--- config.mk ---
export PLATFORM = sky130hd
export DESIGN_NAME = scan_request_and_countdown_fsm_flat
export DESIGN_NICKNAME = d
export VERILOG_FILES = /design/src/sv/scrq_pkg.sv /design/src/sv/scrq_chan_if.sv /design/src/sv/scrq_rem.sv /design/src/sv/scrq_ctrl.sv /design/src/sv/scrq_dp.sv /design/src/sv/scan_request_and_countdown_fsm.sv /design/src/flat_wrapper.sv
export SDC_FILE = /design/constraint.sdc
export NUM_CORES = 1
export LEC_CHECK = 0
export BUFFER_PORTS_ARGS = -buffer_cell sky130_fd_sc_hd__buf_4
export CAP_MARGIN = 20
export CORE_MARGIN = 8
export CORE_UTILIZATION = 60
export DETAILED_ROUTE_END_ITERATION = 7
export HOLD_SLACK_MARGIN = 0.12
export MAX_ROUTING_LAYER = met4
export PLACE_DENSITY = 0.79
export SYNTH_ARGS = -nofsm -noshare
export SYNTH_HDL_FRONTEND = slang
export SYNTH_HIERARCHICAL = 1
export SYNTH_SLANG_ARGS = --single-unit
--- constraint.sdc ---
create_clock -name clk -period 7.1 [get_ports clk]
set_input_delay 0.71 -clock clk [delete_from_list [all_inputs] [get_ports clk]]
set_output_delay 0.71 -clock clk [all_outputs]
set_load 0.02 [all_outputs]
--- src/sv/scrq_pkg.sv ---
// ----------------------------------------------------------------------------
// scrq_pkg
// Shared types and constants of the scan request and countdown controller.
// ----------------------------------------------------------------------------
package scrq_pkg;

	// Opcodes of an input item
	localparam logic [1:0] OP_START    = 2'd0;
	localparam logic [1:0] OP_RESPONSE = 2'd1;
	localparam logic [1:0] OP_TICK     = 2'd2;

	// Event codes of a result item
	localparam logic [2:0] EV_NONE    = 3'd0;
	localparam logic [2:0] EV_REQUEST = 3'd1;
	localparam logic [2:0] EV_BEGIN   = 3'd2;
	localparam logic [2:0] EV_DONE    = 3'd3;
	localparam logic [2:0] EV_TIMEOUT = 3'd4;
	localparam logic [2:0] EV_ABORT   = 3'd5;

	// Configuration register indexes
	localparam int CFG_IDX_W  = 1;
	localparam int CFG_DATA_W = 10;
	localparam logic [CFG_IDX_W-1:0] CFG_WAIT_FRAMES = 1'd0;
	localparam logic [CFG_IDX_W-1:0] CFG_FRAMES_PER_STATION = 1'd1;

	// Reset values of the configuration registers
	localparam logic [9:0] WAIT_FRAMES_RST = 10'd10;
	localparam logic [7:0] FPS_RST         = 8'd4;

	// Transaction id wraps from this value back to one
	localparam logic [15:0] ID_MAX = 16'hFFFF;

	// Remainder unit: one dividend bit per step
	localparam int DIV_STEPS = 16;
	localparam int STEP_W    = $clog2(DIV_STEPS);

	typedef struct packed {
		logic [1:0]  opcode;
		logic [4:0]  station_count;
		logic        connected;
		logic [15:0] rsp_transaction_id;
		logic [15:0] rsp_scan_duration;
	} item_t;

	typedef struct packed {
		logic [2:0]  event_res;
		logic [15:0] transaction_id;
		logic [15:0] scan_duration;
		logic [4:0]  station_index;
		logic [15:0] not_listening_frames;
	} result_t;

	typedef struct packed {
		logic [CFG_IDX_W-1:0]  index;
		logic [CFG_DATA_W-1:0] value;
	} cfg_t;

	// Controller to datapath
	typedef struct packed {
		logic capture;
		logic div_step;
		logic commit;
	} cmd_t;

	// Datapath to controller
	typedef struct packed {
		logic need_mod;
	} status_t;

endpackage

--- src/sv/scrq_chan_if.sv ---
// ----------------------------------------------------------------------------
// scrq_chan_if
// Valid/ready channel carrying one payload of a given type.
// ----------------------------------------------------------------------------
interface scrq_chan_if #(parameter type payload_t = logic);
	logic     valid;
	logic     ready;
	payload_t data;

	modport source (output valid, output data, input ready);
	modport sink   (input valid, input data, output ready);
endinterface

--- src/sv/scrq_rem.sv ---
// ----------------------------------------------------------------------------
// scrq_rem
// Bit-serial remainder unit: 16-bit dividend by 8-bit divisor, one bit a step.
// ----------------------------------------------------------------------------
module scrq_rem
	import scrq_pkg::*;
(
	input  logic        clk,
	input  logic        init,
	input  logic        step,
	input  logic [15:0] dividend,
	input  logic [7:0]  divisor,
	output logic [7:0]  rem
);

	logic [15:0] dvd_q;
	logic [7:0]  rem_q;
	logic [8:0]  trial;

	// shift in the next dividend bit, subtract when it fits
	assign trial = {rem_q, dvd_q[15]};

	always_ff @(posedge clk) begin
		if (init) begin
			dvd_q <= dividend;
			rem_q <= '0;
		end else if (step) begin
			dvd_q <= {dvd_q[14:0], 1'b0};
			if (trial >= {1'b0, divisor}) begin
				rem_q <= 8'(trial - {1'b0, divisor});
			end else begin
				rem_q <= trial[7:0];
			end
		end
	end

	assign rem = rem_q;

endmodule

--- src/sv/scrq_ctrl.sv ---
// ----------------------------------------------------------------------------
// scrq_ctrl
// Sequencer: accepts an item, runs the remainder unit when needed, commits.
// ----------------------------------------------------------------------------
module scrq_ctrl
	import scrq_pkg::*;
(
	input  logic    clk,
	input  logic    arst_n,
	input  logic    item_valid,
	output logic    item_ready,
	output logic    result_valid,
	input  logic    result_ready,
	input  status_t sts,
	output cmd_t    cmd
);

	typedef enum logic [1:0] {
		ST_IDLE,
		ST_CALC,
		ST_COMMIT
	} state_t;

	state_t            state_q;
	logic [STEP_W-1:0] step_q;
	logic              out_valid_q;
	logic              out_free;

	assign out_free       = !out_valid_q || result_ready;
	assign item_ready     = (state_q == ST_IDLE);
	assign result_valid   = out_valid_q;
	assign cmd.capture    = (state_q == ST_IDLE) && item_valid;
	assign cmd.div_step   = (state_q == ST_CALC) && sts.need_mod;
	assign cmd.commit     = (state_q == ST_COMMIT) && out_free;

	always_ff @(posedge clk or negedge arst_n) begin
		if (!arst_n) begin
			state_q     <= ST_IDLE;
			step_q      <= '0;
			out_valid_q <= 1'b0;
		end else begin
			// load a fresh result, or drop the one just taken
			if (cmd.commit) begin
				out_valid_q <= 1'b1;
			end else if (result_ready) begin
				out_valid_q <= 1'b0;
			end
			unique case (state_q)
				ST_IDLE: begin
					step_q <= '0;
					if (item_valid) begin
						state_q <= ST_CALC;
					end
				end
				ST_CALC: begin
					step_q <= STEP_W'(step_q + 1'b1);
					if (!sts.need_mod || step_q == STEP_W'(DIV_STEPS - 1)) begin
						state_q <= ST_COMMIT;
					end
				end
				ST_COMMIT: begin
					if (out_free) begin
						state_q <= ST_IDLE;
					end
				end
				default: begin
					state_q <= ST_IDLE;
				end
			endcase
		end
	end

endmodule

--- src/sv/scrq_dp.sv ---
// ----------------------------------------------------------------------------
// scrq_dp
// Datapath: configuration, session state, item capture, result register.
// ----------------------------------------------------------------------------
module scrq_dp
	import scrq_pkg::*;
#(
	parameter int MAX_STATIONS = 16
) (
	input  logic    clk,
	input  logic    arst_n,
	input  logic    cfg_we,
	input  cfg_t    cfg_data,
	input  item_t   item_data,
	input  cmd_t    cmd,
	output status_t sts,
	output result_t result_data
);

	localparam logic [7:0] MAX_ST = 8'(MAX_STATIONS);

	logic [9:0]  cfg_wait_q;
	logic [7:0]  cfg_fps_q;

	logic        busy_q, scanning_q;
	logic [15:0] last_id_q, active_id_q;
	logic        wait_act_q;     // response timer runs
	logic [9:0]  wait_left_q;
	logic [15:0] active_dur_q;
	logic        dur_neg_q;      // duration remainder is below zero
	logic [15:0] dur_left_q;
	logic [4:0]  stations_q, pos_q;

	item_t       item_q;
	result_t     result_q;
	logic [7:0]  rem;

	logic        n_busy, n_scanning, n_wait_act, n_dur_neg;
	logic [15:0] n_last_id, n_active_id, n_active_dur, n_dur_left, next_id;
	logic [9:0]  n_wait_left;
	logic [4:0]  n_stations, n_pos, cnt;
	logic [12:0] prod;
	result_t     res;

	// configuration writes
	always_ff @(posedge clk or negedge arst_n) begin
		if (!arst_n) begin
			cfg_wait_q <= WAIT_FRAMES_RST;
			cfg_fps_q  <= FPS_RST;
		end else if (cfg_we) begin
			unique case (cfg_data.index)
				CFG_WAIT_FRAMES:        cfg_wait_q <= cfg_data.value;
				CFG_FRAMES_PER_STATION: cfg_fps_q  <= cfg_data.value[7:0];
				default: ;
			endcase
		end
	end

	always_ff @(posedge clk) begin
		if (cmd.capture) begin
			item_q <= item_data;
		end
	end

	scrq_rem u_rem (
		.clk      (clk),
		.init     (cmd.capture),
		.step     (cmd.div_step),
		.dividend (dur_left_q),
		.divisor  (cfg_fps_q),
		.rem      (rem)
	);

	// the station step test only runs mid-scan with a positive remainder
	assign sts.need_mod = (item_q.opcode == OP_TICK) && scanning_q && !dur_neg_q &&
		(dur_left_q != '0) && (dur_left_q != active_dur_q) && (cfg_fps_q != '0);

	assign cnt     = ({3'b000, item_q.station_count} > MAX_ST) ? MAX_ST[4:0]
		: item_q.station_count;
	assign prod    = 13'(cnt) * 13'(cfg_fps_q);
	assign next_id = (last_id_q == ID_MAX) ? 16'd1 : 16'(last_id_q + 1'b1);

	always_comb begin
		n_busy       = busy_q;
		n_scanning   = scanning_q;
		n_last_id    = last_id_q;
		n_active_id  = active_id_q;
		n_wait_act   = wait_act_q;
		n_wait_left  = wait_left_q;
		n_active_dur = active_dur_q;
		n_dur_neg    = dur_neg_q;
		n_dur_left   = dur_left_q;
		n_stations   = stations_q;
		n_pos        = pos_q;
		res          = '0;
		res.event_res = EV_NONE;

		unique case (item_q.opcode)
			OP_START: begin
				if (busy_q) begin
					n_busy        = 1'b0;
					n_scanning    = 1'b0;
					n_wait_act    = 1'b0;
					n_dur_neg     = 1'b1;
					res.event_res = EV_ABORT;
				end else begin
					n_busy       = 1'b1;
					n_stations   = cnt;
					n_active_dur = 16'(prod);
					if (item_q.connected) begin
						n_last_id          = next_id;
						n_active_id        = next_id;
						n_wait_act         = 1'b1;
						n_wait_left        = cfg_wait_q;
						res.event_res      = EV_REQUEST;
						res.transaction_id = next_id;
						res.scan_duration  = 16'(prod);
					end else begin
						n_scanning = 1'b1;
						n_dur_left = 16'(prod);
						n_dur_neg  = 1'b0;
						n_pos      = '0;
					end
				end
			end
			OP_RESPONSE: begin
				if (wait_act_q && wait_left_q != '0 &&
					item_q.rsp_transaction_id == active_id_q) begin
					n_wait_act   = 1'b0;
					n_active_dur = item_q.rsp_scan_duration;
					n_stations   = cnt;
					n_scanning   = 1'b1;
					n_dur_left   = item_q.rsp_scan_duration;
					n_dur_neg    = 1'b0;
					n_pos        = '0;
				end
			end
			OP_TICK: begin
				if (!scanning_q && wait_act_q && wait_left_q == '0) begin
					n_wait_act    = 1'b0;
					n_busy        = 1'b0;
					n_scanning    = 1'b0;
					res.event_res = EV_TIMEOUT;
				end else if (wait_act_q && wait_left_q != '0) begin
					n_wait_left = 10'(wait_left_q - 1'b1);
				end
				if (scanning_q) begin
					if (!dur_neg_q && dur_left_q == active_dur_q) begin
						res.event_res            = EV_BEGIN;
						res.scan_duration        = active_dur_q;
						res.not_listening_frames = dur_left_q;
						n_dur_left = 16'(dur_left_q - 1'b1);
						n_dur_neg  = (dur_left_q == '0);
						if (pos_q < stations_q) begin
							n_pos = 5'(pos_q + 1'b1);
						end
					end else if (dur_neg_q || dur_left_q == '0) begin
						n_dur_neg         = 1'b1;
						n_busy            = 1'b0;
						n_scanning        = 1'b0;
						res.event_res     = EV_DONE;
						res.scan_duration = active_dur_q;
					end else begin
						if (cfg_fps_q != '0 && rem == '0 && pos_q < stations_q) begin
							n_pos = 5'(pos_q + 1'b1);
						end
						n_dur_left = 16'(dur_left_q - 1'b1);
					end
				end
			end
			default: ;
		endcase
		res.station_index = n_pos;
	end

	always_ff @(posedge clk or negedge arst_n) begin
		if (!arst_n) begin
			busy_q       <= 1'b0;
			scanning_q   <= 1'b0;
			last_id_q    <= '0;
			active_id_q  <= '0;
			wait_act_q   <= 1'b0;
			wait_left_q  <= '0;
			active_dur_q <= '0;
			dur_neg_q    <= 1'b1;
			dur_left_q   <= '0;
			stations_q   <= '0;
			pos_q        <= '0;
		end else if (cmd.commit) begin
			busy_q       <= n_busy;
			scanning_q   <= n_scanning;
			last_id_q    <= n_last_id;
			active_id_q  <= n_active_id;
			wait_act_q   <= n_wait_act;
			wait_left_q  <= n_wait_left;
			active_dur_q <= n_active_dur;
			dur_neg_q    <= n_dur_neg;
			dur_left_q   <= n_dur_left;
			stations_q   <= n_stations;
			pos_q        <= n_pos;
		end
	end

	always_ff @(posedge clk) begin
		if (cmd.commit) begin
			result_q <= res;
		end
	end

	assign result_data = result_q;

endmodule

--- src/sv/scan_request_and_countdown_fsm.sv ---
// ----------------------------------------------------------------------------
// scan_request_and_countdown_fsm
// Subscriber-side scan controller: request, response timer and scan countdown.
// ----------------------------------------------------------------------------
// Usage:
//   item   - input channel, one opcode per transaction (start, response, tick).
//   result - output channel, exactly one result transaction per input item.
//   cfg    - register write channel, always ready; write only while idle.
// Sequencing:
//   A frame tick in the middle of a scan runs the bit-serial remainder unit
//   over all 16 dividend bits (one dividend bit per cycle) to test the
//   station step; every other item skips the remainder run. One item is
//   worked on at a time; the next is taken once the current result is in
//   the output register.
// Stall:
//   The output register holds the result while the receiver stalls; the
//   next item is still accepted and computed, and waits for the register.
// Reset:
//   arst_n clears the session, the timer and the scan, and loads the
//   register defaults (10 wait frames, 4 frames per station).
// ----------------------------------------------------------------------------
module scan_request_and_countdown_fsm
	import scrq_pkg::*;
#(
	parameter int MAX_STATIONS = 16
) (
	input  logic        clk,
	input  logic        arst_n,
	scrq_chan_if.sink   item,
	scrq_chan_if.source result,
	scrq_chan_if.sink   cfg
);

	cmd_t    cmd;
	status_t sts;
	item_t   item_data;
	cfg_t    cfg_data;
	result_t result_data;

	// registers take a write in any cycle
	assign cfg.ready = 1'b1;
	assign item_data = item.data;
	assign cfg_data  = cfg.data;
	assign result.data = result_data;

	// sequence each transaction: capture, optional remainder run, commit
	scrq_ctrl u_ctrl (
		.clk          (clk),
		.arst_n       (arst_n),
		.item_valid   (item.valid),
		.item_ready   (item.ready),
		.result_valid (result.valid),
		.result_ready (result.ready),
		.sts          (sts),
		.cmd          (cmd)
	);

	// hold the session state and build the result at commit
	scrq_dp #(
		.MAX_STATIONS (MAX_STATIONS)
	) u_dp (
		.clk         (clk),
		.arst_n      (arst_n),
		.cfg_we      (cfg.valid),
		.cfg_data    (cfg_data),
		.item_data   (item_data),
		.cmd         (cmd),
		.sts         (sts),
		.result_data (result_data)
	);

endmodule

--- src/flat_wrapper.sv ---
// flat-port wrapper written by rule: the top's interface ports become plain ports
module scan_request_and_countdown_fsm_flat import scrq_pkg::*;
#(
	parameter int MAX_STATIONS = 16
)
  (clk, arst_n, item_valid, item_data, item_ready, result_valid, result_data, result_ready, cfg_valid, cfg_data, cfg_ready);
  scrq_chan_if item_i ();
  scrq_chan_if result_i ();
  scrq_chan_if cfg_i ();
  input  logic clk;
  input  logic arst_n;
  input wire logic [$bits(item_i.valid)-1:0] item_valid;
  input wire logic [$bits(item_i.data)-1:0] item_data;
  output wire logic [$bits(item_i.ready)-1:0] item_ready;
  output wire logic [$bits(result_i.valid)-1:0] result_valid;
  output wire logic [$bits(result_i.data)-1:0] result_data;
  input wire logic [$bits(result_i.ready)-1:0] result_ready;
  input wire logic [$bits(cfg_i.valid)-1:0] cfg_valid;
  input wire logic [$bits(cfg_i.data)-1:0] cfg_data;
  output wire logic [$bits(cfg_i.ready)-1:0] cfg_ready;
  assign item_i.valid = item_valid;
  assign item_i.data = item_data;
  assign item_ready = item_i.ready;
  assign result_valid = result_i.valid;
  assign result_data = result_i.data;
  assign result_i.ready = result_ready;
  assign cfg_i.valid = cfg_valid;
  assign cfg_i.data = cfg_data;
  assign cfg_ready = cfg_i.ready;
  scan_request_and_countdown_fsm #(.MAX_STATIONS(MAX_STATIONS)) u_core (.clk(clk), .arst_n(arst_n), .item(item_i), .result(result_i), .cfg(cfg_i));
endmodule
==> impl_metrics.csv, run 1 <==
group,metric,value,unit
run_status,status,"completed",
clocking,htreeDepth,4,
drt,wl,15600,um
drt,detail-route-antenna-nets,0,
worst_setup_path,reg2reg_from,"u_core/u_dp/item_q[37]$_DFFE_PP_",
final_layout,multi_input_area,4060,um2
clocking,postCtsResizedCells,0,
timing,relSlewSlack,36.7,%
worst_setup_path,ff2ff_path_depth,15,
timing,fin_crit_sh,67.2,%
pwr,p_int,1.93,mW
worst_setup_path,r2r_end,"u_core/u_dp/active_dur_q[12]$_DFFE_PN0P_",
place,port_buffers,9,
timing,clock_skew,8.01,ps
final_layout,syn_to_final_growth,11.5,%
timing,max_freq,210,MHz
clocking,cts_hold_buf,0,
timing,setup_viol,0,
yosys,syn_inst,763,
timing,fin_crit,4770,ps
clocking,root_buffer,"clkbuf_16",
drt,dr.pass1.iters,5,
die,io_pins,11,
hold_path,hp-class,"in2async",
die,dieArea,16600,um2
die,rows,41,
pwr,power_switching,1.14,mW
timing,drv_slew,0,
grt,grt_max_degree,51,
place,dp_hpwl,10900,um
clocking,clk_pin_slew,50,ps
die,core_area,12500,um2
run,maxCapViolCount,0,
final_layout,final_nets,860,
drt,wl_per_cell,15.8,um
final_layout,final_cells,990,
die,chipWidth,129,um
timing,tns,0,ps
final_layout,layout-drive-gt1-share,10.4,%
drt,drc_errors,0,
final_layout,antenna_cells,0,
drt,vias,5572,
pwr,p_per_area,362,nW/um2
drt,via_per_inst,5.63,
grt,grt_pass1_vias,5710,
grt,antenna_found_initial,0,
timing,hold_viol_final,0,
pwr,max-vdd-ir-drop,0.213,mV
final_layout,n_fill_cell,997,
worst_setup_path,cp_data_required_time,7400,ps
final_layout,regArea,3410,um2
clocking,clk_path_buf_depth,2,
clocking,tritoncts,"yes",
clocking,insertion_delay,420,ps
grt,grt_overflow,0,
place,place.gp.congestion,0.948,
place,dp.cells,959,
yosys,synth_area_per_cell,9.98,um2
timing,rsz0062_at_grt,"false",
clocking,numCtsBuffers,17,
pwr,share_comb_of_total_power,36.3,%
grt,grtUsageTotal,21.3,%
yosys,yosys_warnings,6,
clocking,post-cts-setup-buffers,0,
pwr,switching_share,37.1,%
die,die_h,129,um
worst_setup_path,cp-start-kind,"register",
worst_setup_path,critPathArrivalTime,5070,ps
worst_setup_path,crit_path_max_fanout,12,
worst_setup_path,reg2reg_slack,2330,ps
worst_setup_path,worstSetupPathType,"reg2reg",
pwr,seqPwrFrac,38.4,%
pwr,p_clk_share,25.3,%
clocking,cts.sinks,128,
grt,grt_pass1_wl,27000,um
drt,drtIter0Drc,444,
die,initial_utilization,60.8,%
yosys,synth_area,7610,um2
pwr,leakagePower,3.74,nW
timing,worst_pin_slew,947,ps
worst_setup_path,end_kind,"register",
## layout make-up
type | instances | share of cell area [%]
timing repair buffer | 15 | 1.33
multi-input combinational | 601 | 47.9
clock buffer | 24 | 5.44
tap | 172 | 2.53
sequential | 128 | 40.2
inverter | 43 | 1.90
clock inverter | 7 | 0.751
## cells in the final DEF, fill, tap and decap left out, drive strengths merged, types with 15 or more instances in the layout
master  count
fa         18
inv        43
xnor2      15
nand2     102
edfxtp     41
a21oi      25
conb       58
and2       32
xor2       42
nand3      17
ha         29
mux2       27
nor2       36
dfrtp      83
clkbuf     24
buf        15
o21ai      59
## power by group through the flow
stage	Sequential [mW]	Clock [mW]	Combinational (mW)
3_5_place_dp	1.19	0	1.10
2_1_floorplan	1.12	0	0.884
4_1_cts	1.18	0.798	1.11
3_3_place_gp	1.18	0	1.05
5_1_grt	1.21	0.832	1.25
6_report	1.18	0.778	1.12
## flip-flops by register name, indices dropped and copies added, names as in the netlist
signal	flops
u_core/u_ctrl/step_q	4
u_core/u_dp/wait_left_q	10
u_core/u_dp/active_id_q	16
u_core/u_dp/item_q	40
u_core/u_dp/dur_left_q	16
u_core/u_dp/active_dur_q	16
u_core/u_ctrl/result_valid	1
u_core/u_dp/scanning_q	1
u_core/u_dp/dur_neg_q	1
u_core/u_dp/result_data	1
u_core/u_dp/cfg_wait_q	10
u_core/u_dp/busy_q	1
u_core/u_dp/wait_act_q	1
u_core/u_ctrl/state_q	2
u_core/u_dp/cfg_fps_q	8
## routing by layer
metal	track usage (%)	share of wire, %
met1	24.2	42
met2	34.9	50
met3	5.54	5.1
met4	9.68	2.5
met5	-	0
## worst max-delay path: stages (launching register included)
cell and delay [ps]:
edfxtp_1 520, nor2b_1 440, and2_1 230, fa_1 450, fa_1 540, inv_1 50, fa_1 530, inv_1 40
ha_1 380, and2_1 180, o21ai_0 130, a31oi_1 340, mux2i_1 300, a21oi_1 90, nand2b_1 170, mux2_2 260
## worst max path at each step
| stage | from | end | slack (ps) | cells after the start |
|---|---|---|---|---|
| final | u_core/u_dp/item_q[37]$_DFFE_PP_ | u_core/u_dp/active_dur_q[12]$_DFFE_PN0P_ | 2330 | 15 |
| after global routing | u_core/u_dp/item_q[37]$_DFFE_PP_ | u_core/u_dp/active_dur_q[12]$_DFFE_PN0P_ | 2060 | 15 |
| after CTS | u_core/u_dp/item_q[37]$_DFFE_PP_ | u_core/u_dp/active_dur_q[12]$_DFFE_PN0P_ | 2390 | 15 |
| after detailed placement | u_core/u_dp/item_q[37]$_DFFE_PP_ | u_core/u_dp/active_dur_q[12]$_DFFE_PN0P_ | 2410 | 15 |
| after global placement | u_core/u_dp/item_q[37]$_DFFE_PP_ | u_core/u_dp/active_dur_q[11]$_DFFE_PN0P_ | 2680 | 15 |
| after floorplan | u_core/u_dp/item_q[37]$_DFFE_PP_ | u_core/u_dp/active_dur_q[11]$_DFFE_PN0P_ | 2940 | 14 |
## stage by stage
stage / worst slack, ps / power, mW / hold slack (ps) / instance area (um2) / utilization (%)
floorplan: 2940 / 2.00 / 414 / 7830 / -
global placement: 2680 / 2.23 / 481 / 7970 / 63.6
global route: 2060 / 3.29 / 293 / 8490 / 67.8
detailed placement: 2410 / 2.29 / 489 / 7970 / 63.6
CTS: 2390 / 3.09 / 252 / 8490 / 67.8
finish: 2330 / 3.07 / 255 / 8490 / 67.8
Power figures use the tool's default switching activity.
==> run 2, diff against run 1 <==
==> constraint.sdc (replaced) <==
create_clock -name clk -period 4.4 [get_ports clk]
set_input_delay 0.44 -clock clk [delete_from_list [all_inputs] [get_ports clk]]
set_output_delay 0.44 -clock clk [all_outputs]
set_load 0.02 [all_outputs]
==> impl_metrics.csv, run 2 (synthesis results as in run 1) <==
group,metric,value,unit
drt,dr.pass1.iters,6,
timing,whs,188,ps
clocking,root_buffer,"clkbuf_16",
hold_path,hp-start,"item_data",
final_layout,antenna_cells,0,
pwr,p_per_area,593,nW/um2
timing,clock_skew,8.00,ps
timing,drv_slew,0,
final_layout,largest_reg_flops,40,
clocking,cts.sinks,128,
worst_setup_path,r2r_end,"u_core/u_dp/active_dur_q[11]$_DFFE_PN0P_",
worst_setup_path,cp-start-kind,"register",
grt,grt_overflow,0,
drt,wl_per_cell,16.1,um
final_layout,layout-drive-gt1-share,12.7,%
worst_setup_path,end_kind,"register",
timing,relSlewSlack,36.4,%
worst_setup_path,crit_path_max_fanout,6,
hold_path,hp-class,"in2reg",
place,port_buffers,9,
final_layout,final_nets,868,
pwr,max-vdd-ir-drop,0.411,mV
drt,vias,5723,
pwr,p_total,5.15,mW
final_layout,regMostFlops,"u_core/u_dp/item_q",
final_layout,syn_to_final_growth,14.1,%
pwr,leakagePower,3.81,nW
grt,grt_max_degree,51,
final_layout,final_common_cell,"nand2_1",
final_layout,layout_common_cells,"102 x nand2_1, 83 x dfrtp_1, 58 x conb_1, 54 x o21ai_0, 43 x inv_1",
worst_setup_path,reg2reg_from,"u_core/u_dp/item_q[37]$_DFFE_PP_",
die,rows,41,
timing,fin_crit_sh,97.1,%
place,placed_area,8000,um2
final_layout,postLayoutCellArea,8690,um2
final_layout,final_cells,999,
timing,fin_crit,4270,ps
timing,worst_pin_slew,952,ps
die,dieArea,16600,um2
clocking,numCtsBuffers,17,
clocking,clk_pin_slew,60,ps
die,chipWidth,129,um
die,io_pins,11,
clocking,clk_path_buf_depth,2,
drt,wl,16100,um
drt,via_per_inst,5.73,
place,place.gp.congestion,0.917,
grt,grt_pass1_wl,26500,um
die,die_h,129,um
timing,setup_viol,0,
clocking,tritoncts,"yes",
die,core_area,12500,um2
drt,drtIter0Drc,531,
worst_setup_path,worstSetupPathType,"reg2reg",
drt,drc_errors,0,
grt,grt_pass1_vias,5603,
grt,grtUsageTotal,20.9,%
clocking,insertion_delay,420,ps
worst_setup_path,reg2reg_slack,130,ps
hold_path,holdPathEnd,"u_core/u_dp/item_q[0]$_DFFE_PP_",
die,initial_utilization,60.8,%
timing,max_freq,234,MHz
place,dp_hpwl,10800,um
run_status,status,"completed",
worst_setup_path,critPathArrivalTime,4570,ps
grt,antenna_found_initial,0,
worst_setup_path,ff2ff_path_depth,15,
hold_path,whs_path_depth,1,
timing,hold_viol_final,0,
final_layout,fin_util,69.4,%
worst_setup_path,cp_data_required_time,4700,ps
clocking,htreeDepth,4,
run,maxCapViolCount,0,
place,dp.cells,962,
drt,detail-route-antenna-nets,0,
run 2: layer usage:
metal | track usage, % | part of all wire (%)
met2 | 33.2 | 51
met1 | 24.5 | 42
met4 | 8.78 | 1.8
met3 | 6.04 | 5.4
met5 | - | 0
run 2: where the power goes:
group / switching (mW) / total, mW / leakage (nW) / internal (mW)
logic: 1.10 / 1.93 / 2.05 / 0.832
clock network: 0.492 / 1.31 / 0.266 / 0.817
registers: 0.327 / 1.91 / 1.49 / 1.58
total: 1.92 / 5.15 / 3.81 / 3.23
run 2: cell type report:
class                           count  area [um2]
Clock inverter                      6        60.1
Tap cell                          172         215
Sequential cell                   128        3410
Inverter                           43         161
Clock buffer                       26         489
Fill cell                         983        3830
Multi-Input combinational cell    601        4160
Timing Repair Buffer               23         186
run 2: worst max-delay path, cell delays in order (launching register included):
cell and delay, ps:
edfxtp_1 510, nor2b_4 210, and2_1 180, fa_1 460, fa_1 550, inv_1 60
fa_1 540, inv_1 70, ha_4 260, nand3_1 140, o2111ai_2 130, a31o_2 250
a21oi_1 160, xnor2_1 90, mux2_2 260, mux2_2 260
run 2: worst max-delay path by stage:
stage	start	endpoint	slack (ps)
3_5_place_dp	u_core/u_dp/item_q[37]$_DFFE_PP_	u_core/u_dp/active_dur_q[12]$_DFFE_PN0P_	-70
5_1_grt	u_core/u_dp/item_q[37]$_DFFE_PP_	u_core/u_dp/active_dur_q[11]$_DFFE_PN0P_	-20
4_1_cts	u_core/u_dp/item_q[37]$_DFFE_PP_	u_core/u_dp/active_dur_q[12]$_DFFE_PN0P_	20
3_3_place_gp	u_core/u_dp/item_q[37]$_DFFE_PP_	u_core/u_dp/active_dur_q[11]$_DFFE_PN0P_	60
2_1_floorplan	u_core/u_dp/item_q[37]$_DFFE_PP_	u_core/u_dp/active_dur_q[11]$_DFFE_PN0P_	240
6_report	u_core/u_dp/item_q[37]$_DFFE_PP_	u_core/u_dp/active_dur_q[11]$_DFFE_PN0P_	130
run 2: what timing repair did:
item,CTS,global route
endpoints found under the hold margin,48,0
buffers inserted,0,4
setup endpoints to repair,3,5
resized for setup,2,15
hold buffers,1,0
pin swaps,0,1
run 2: per-stage QoR:
stage | worst slack [ps] | TNS (ps)
CTS | 18.0 | 0
floorplan | 241 | 0
global route | -17.5 | -19.4
finish | 128 | 0
global placement | 62.6 | 0
detailed placement | -70.7 | -126
==> run 3, diff against run 2 <==
--- a/config.mk
+++ b/config.mk
@@ -12,7 +12,7 @@
 export DETAILED_ROUTE_END_ITERATION = 7
 export HOLD_SLACK_MARGIN = 0.12
 export MAX_ROUTING_LAYER = met4
-export PLACE_DENSITY = 0.79
+export PLACE_DENSITY = 0.76
 export SYNTH_ARGS = -nofsm -noshare
 export SYNTH_HDL_FRONTEND = slang
 export SYNTH_HIERARCHICAL = 1
==> impl_metrics.csv, run 3 (synthesis results as in run 1) <==
group,metric,value,unit
place,placed_area,8000,um2
worst_setup_path,crit_path_max_fanout,6,
drt,detail-route-antenna-nets,0,
hold_path,hp-class,"in2reg",
clocking,clk_pin_slew,50,ps
timing,worst_pin_slew,840,ps
die,chipWidth,129,um
final_layout,postLayoutCellArea,8680,um2
timing,drv_slew,0,
grt,grt_max_degree,57,
final_layout,syn_to_final_growth,14.0,%
clocking,numCtsBuffers,17,
hold_path,holdPathEnd,"u_core/u_dp/item_q[0]$_DFFE_PP_",
place,place.gp.congestion,0.864,
final_layout,largest_reg_flops,40,
final_layout,layout_common_cells,"102 x nand2_1, 83 x dfrtp_1, 58 x conb_1, 55 x o21ai_0, 43 x inv_1",
grt,grt_overflow,0,
die,initial_utilization,60.8,%
drt,wl,15700,um
final_layout,layout-drive-gt1-share,12.2,%
drt,drtIter0Drc,482,
clocking,tritoncts,"yes",
drt,vias,5555,
worst_setup_path,reg2reg_slack,100,ps
worst_setup_path,r2r_end,"u_core/u_dp/active_dur_q[12]$_DFFE_PN0P_",
final_layout,final_cells,999,
drt,drc_errors,0,
place,preCtsSetupSlack,31.1,ps
final_layout,antenna_cells,0,
die,die_h,129,um
clocking,cts.sinks,128,
worst_setup_path,critPathArrivalTime,4600,ps
worst_setup_path,worstSetupPathType,"reg2reg",
die,dieArea,16600,um2
final_layout,fin_util,69.3,%
place,dp.cells,963,
drt,dr.pass1.iters,5,
drt,wl_per_cell,15.7,um
final_layout,final_common_cell,"nand2_1",
grt,grt_pass1_vias,5436,
timing,fin_crit,4300,ps
timing,hold_viol_final,0,
timing,setup_viol,0,
clocking,htreeDepth,4,
worst_setup_path,end_kind,"register",
clocking,root_buffer,"clkbuf_16",
timing,fin_crit_sh,97.8,%
worst_setup_path,reg2reg_from,"u_core/u_dp/item_q[37]$_DFFE_PP_",
drt,via_per_inst,5.56,
place,port_buffers,9,
place,dp_hpwl,10800,um
timing,max_freq,232,MHz
timing,clock_skew,10.7,ps
grt,antenna_found_initial,0,
clocking,clk_path_buf_depth,2,
grt,grt_pass1_wl,26600,um
pwr,leakagePower,3.81,nW
timing,relSlewSlack,42.6,%
worst_setup_path,cp-start-kind,"register",
die,io_pins,11,
run_status,status,"completed",
hold_path,whs_path_depth,1,
pwr,max-vdd-ir-drop,0.344,mV
pwr,p_per_area,595,nW/um2
worst_setup_path,ff2ff_path_depth,14,
worst_setup_path,cp_data_required_time,4700,ps
timing,whs,205,ps
final_layout,final_nets,868,
die,core_area,12500,um2
die,rows,41,
final_layout,regMostFlops,"u_core/u_dp/item_q",
clocking,insertion_delay,420,ps
run,maxCapViolCount,0,
grt,grtUsageTotal,21.0,%
hold_path,hp-start,"item_data",
timing,setup_slack,97.8,ps
## run 3: cell count changes in the layout (fill, tap and decap cells not counted), moves of 2 or more
| cell | change |
|---|---|
| clkbuf_8 | -3 |
| nand3_2 | +2 |
| nand3_1 | -2 |
| bufinv_16 | +2 |
## run 3: worst max path at each step
stage | startpoint | endpoint | slack, ps | cells after the start
2_1_floorplan | u_core/u_dp/item_q[37]$_DFFE_PP_ | u_core/u_dp/active_dur_q[11]$_DFFE_PN0P_ | 240 | 14
3_3_place_gp | u_core/u_dp/item_q[37]$_DFFE_PP_ | u_core/u_dp/active_dur_q[11]$_DFFE_PN0P_ | 170 | 14
3_5_place_dp | u_core/u_dp/item_q[37]$_DFFE_PP_ | u_core/u_dp/active_dur_q[11]$_DFFE_PN0P_ | 30 | 15
5_1_grt | u_core/u_dp/item_q[37]$_DFFE_PP_ | u_core/u_dp/active_dur_q[12]$_DFFE_PN0P_ | -40 | 14
4_1_cts | u_core/u_dp/item_q[37]$_DFFE_PP_ | u_core/u_dp/active_dur_q[11]$_DFFE_PN0P_ | 20 | 15
6_report | u_core/u_dp/item_q[37]$_DFFE_PP_ | u_core/u_dp/active_dur_q[12]$_DFFE_PN0P_ | 100 | 14
## run 3: layout make-up
class	count	area (um2)
Multi-Input combinational cell	601	4140
Fill cell	984	3840
Sequential cell	128	3410
Clock buffer	24	452
Tap cell	172	215
Timing Repair Buffer	23	186
Inverter	43	161
Clock inverter	8	115
## run 3: repair_timing
| item | CTS | global route |
|---|---|---|
| hold buffers | 1 | 0 |
| setup buffers | 0 | 2 |
| endpoints found under the hold margin | 40 | 0 |
| gates resized for setup | 0 | 14 |
| endpoints found under the setup margin | 0 | 9 |
## run 3: per-layer routing
metal / GRT usage [%] / up-vias / share of wire [%]
li1: - / 2693 / -
met1: 26.4 / 2718 / 45
met2: 33.1 / 127 / 49
met3: 5.25 / 17 / 5.1
met4: 6.01 / 0 / 0.98
met5: - / - / 0
## run 3: per-stage QoR
stage          power [mW]  TNS [ps]
6_report             5.16         0
5_1_grt              5.53     -36.3
4_1_cts              5.08         0
3_5_place_dp         3.69         0
3_3_place_gp         3.60         0
2_1_floorplan        3.23         0
## run 3: critical path, cell delays in order (launching register included)
cell       delay (ps)
edfxtp_1          480
nor2b_4           200
nand2_1           100
fa_1              510
fa_1              520
fa_1              540
inv_1              40
ha_1              360
nor2b_1           210
o2111ai_1         160
a31oi_1           280
mux2i_1           270
a21oi_1            90
nand2b_1          170
mux2_2            250
## run 3: power by group
| group | switching, mW | total (mW) | internal (mW) |
|---|---|---|---|
| combinational | 1.06 | 1.88 | 0.815 |
| clock | 0.484 | 1.37 | 0.884 |
| sequential | 0.331 | 1.91 | 1.58 |
| total | 1.88 | 5.16 | 3.28 |
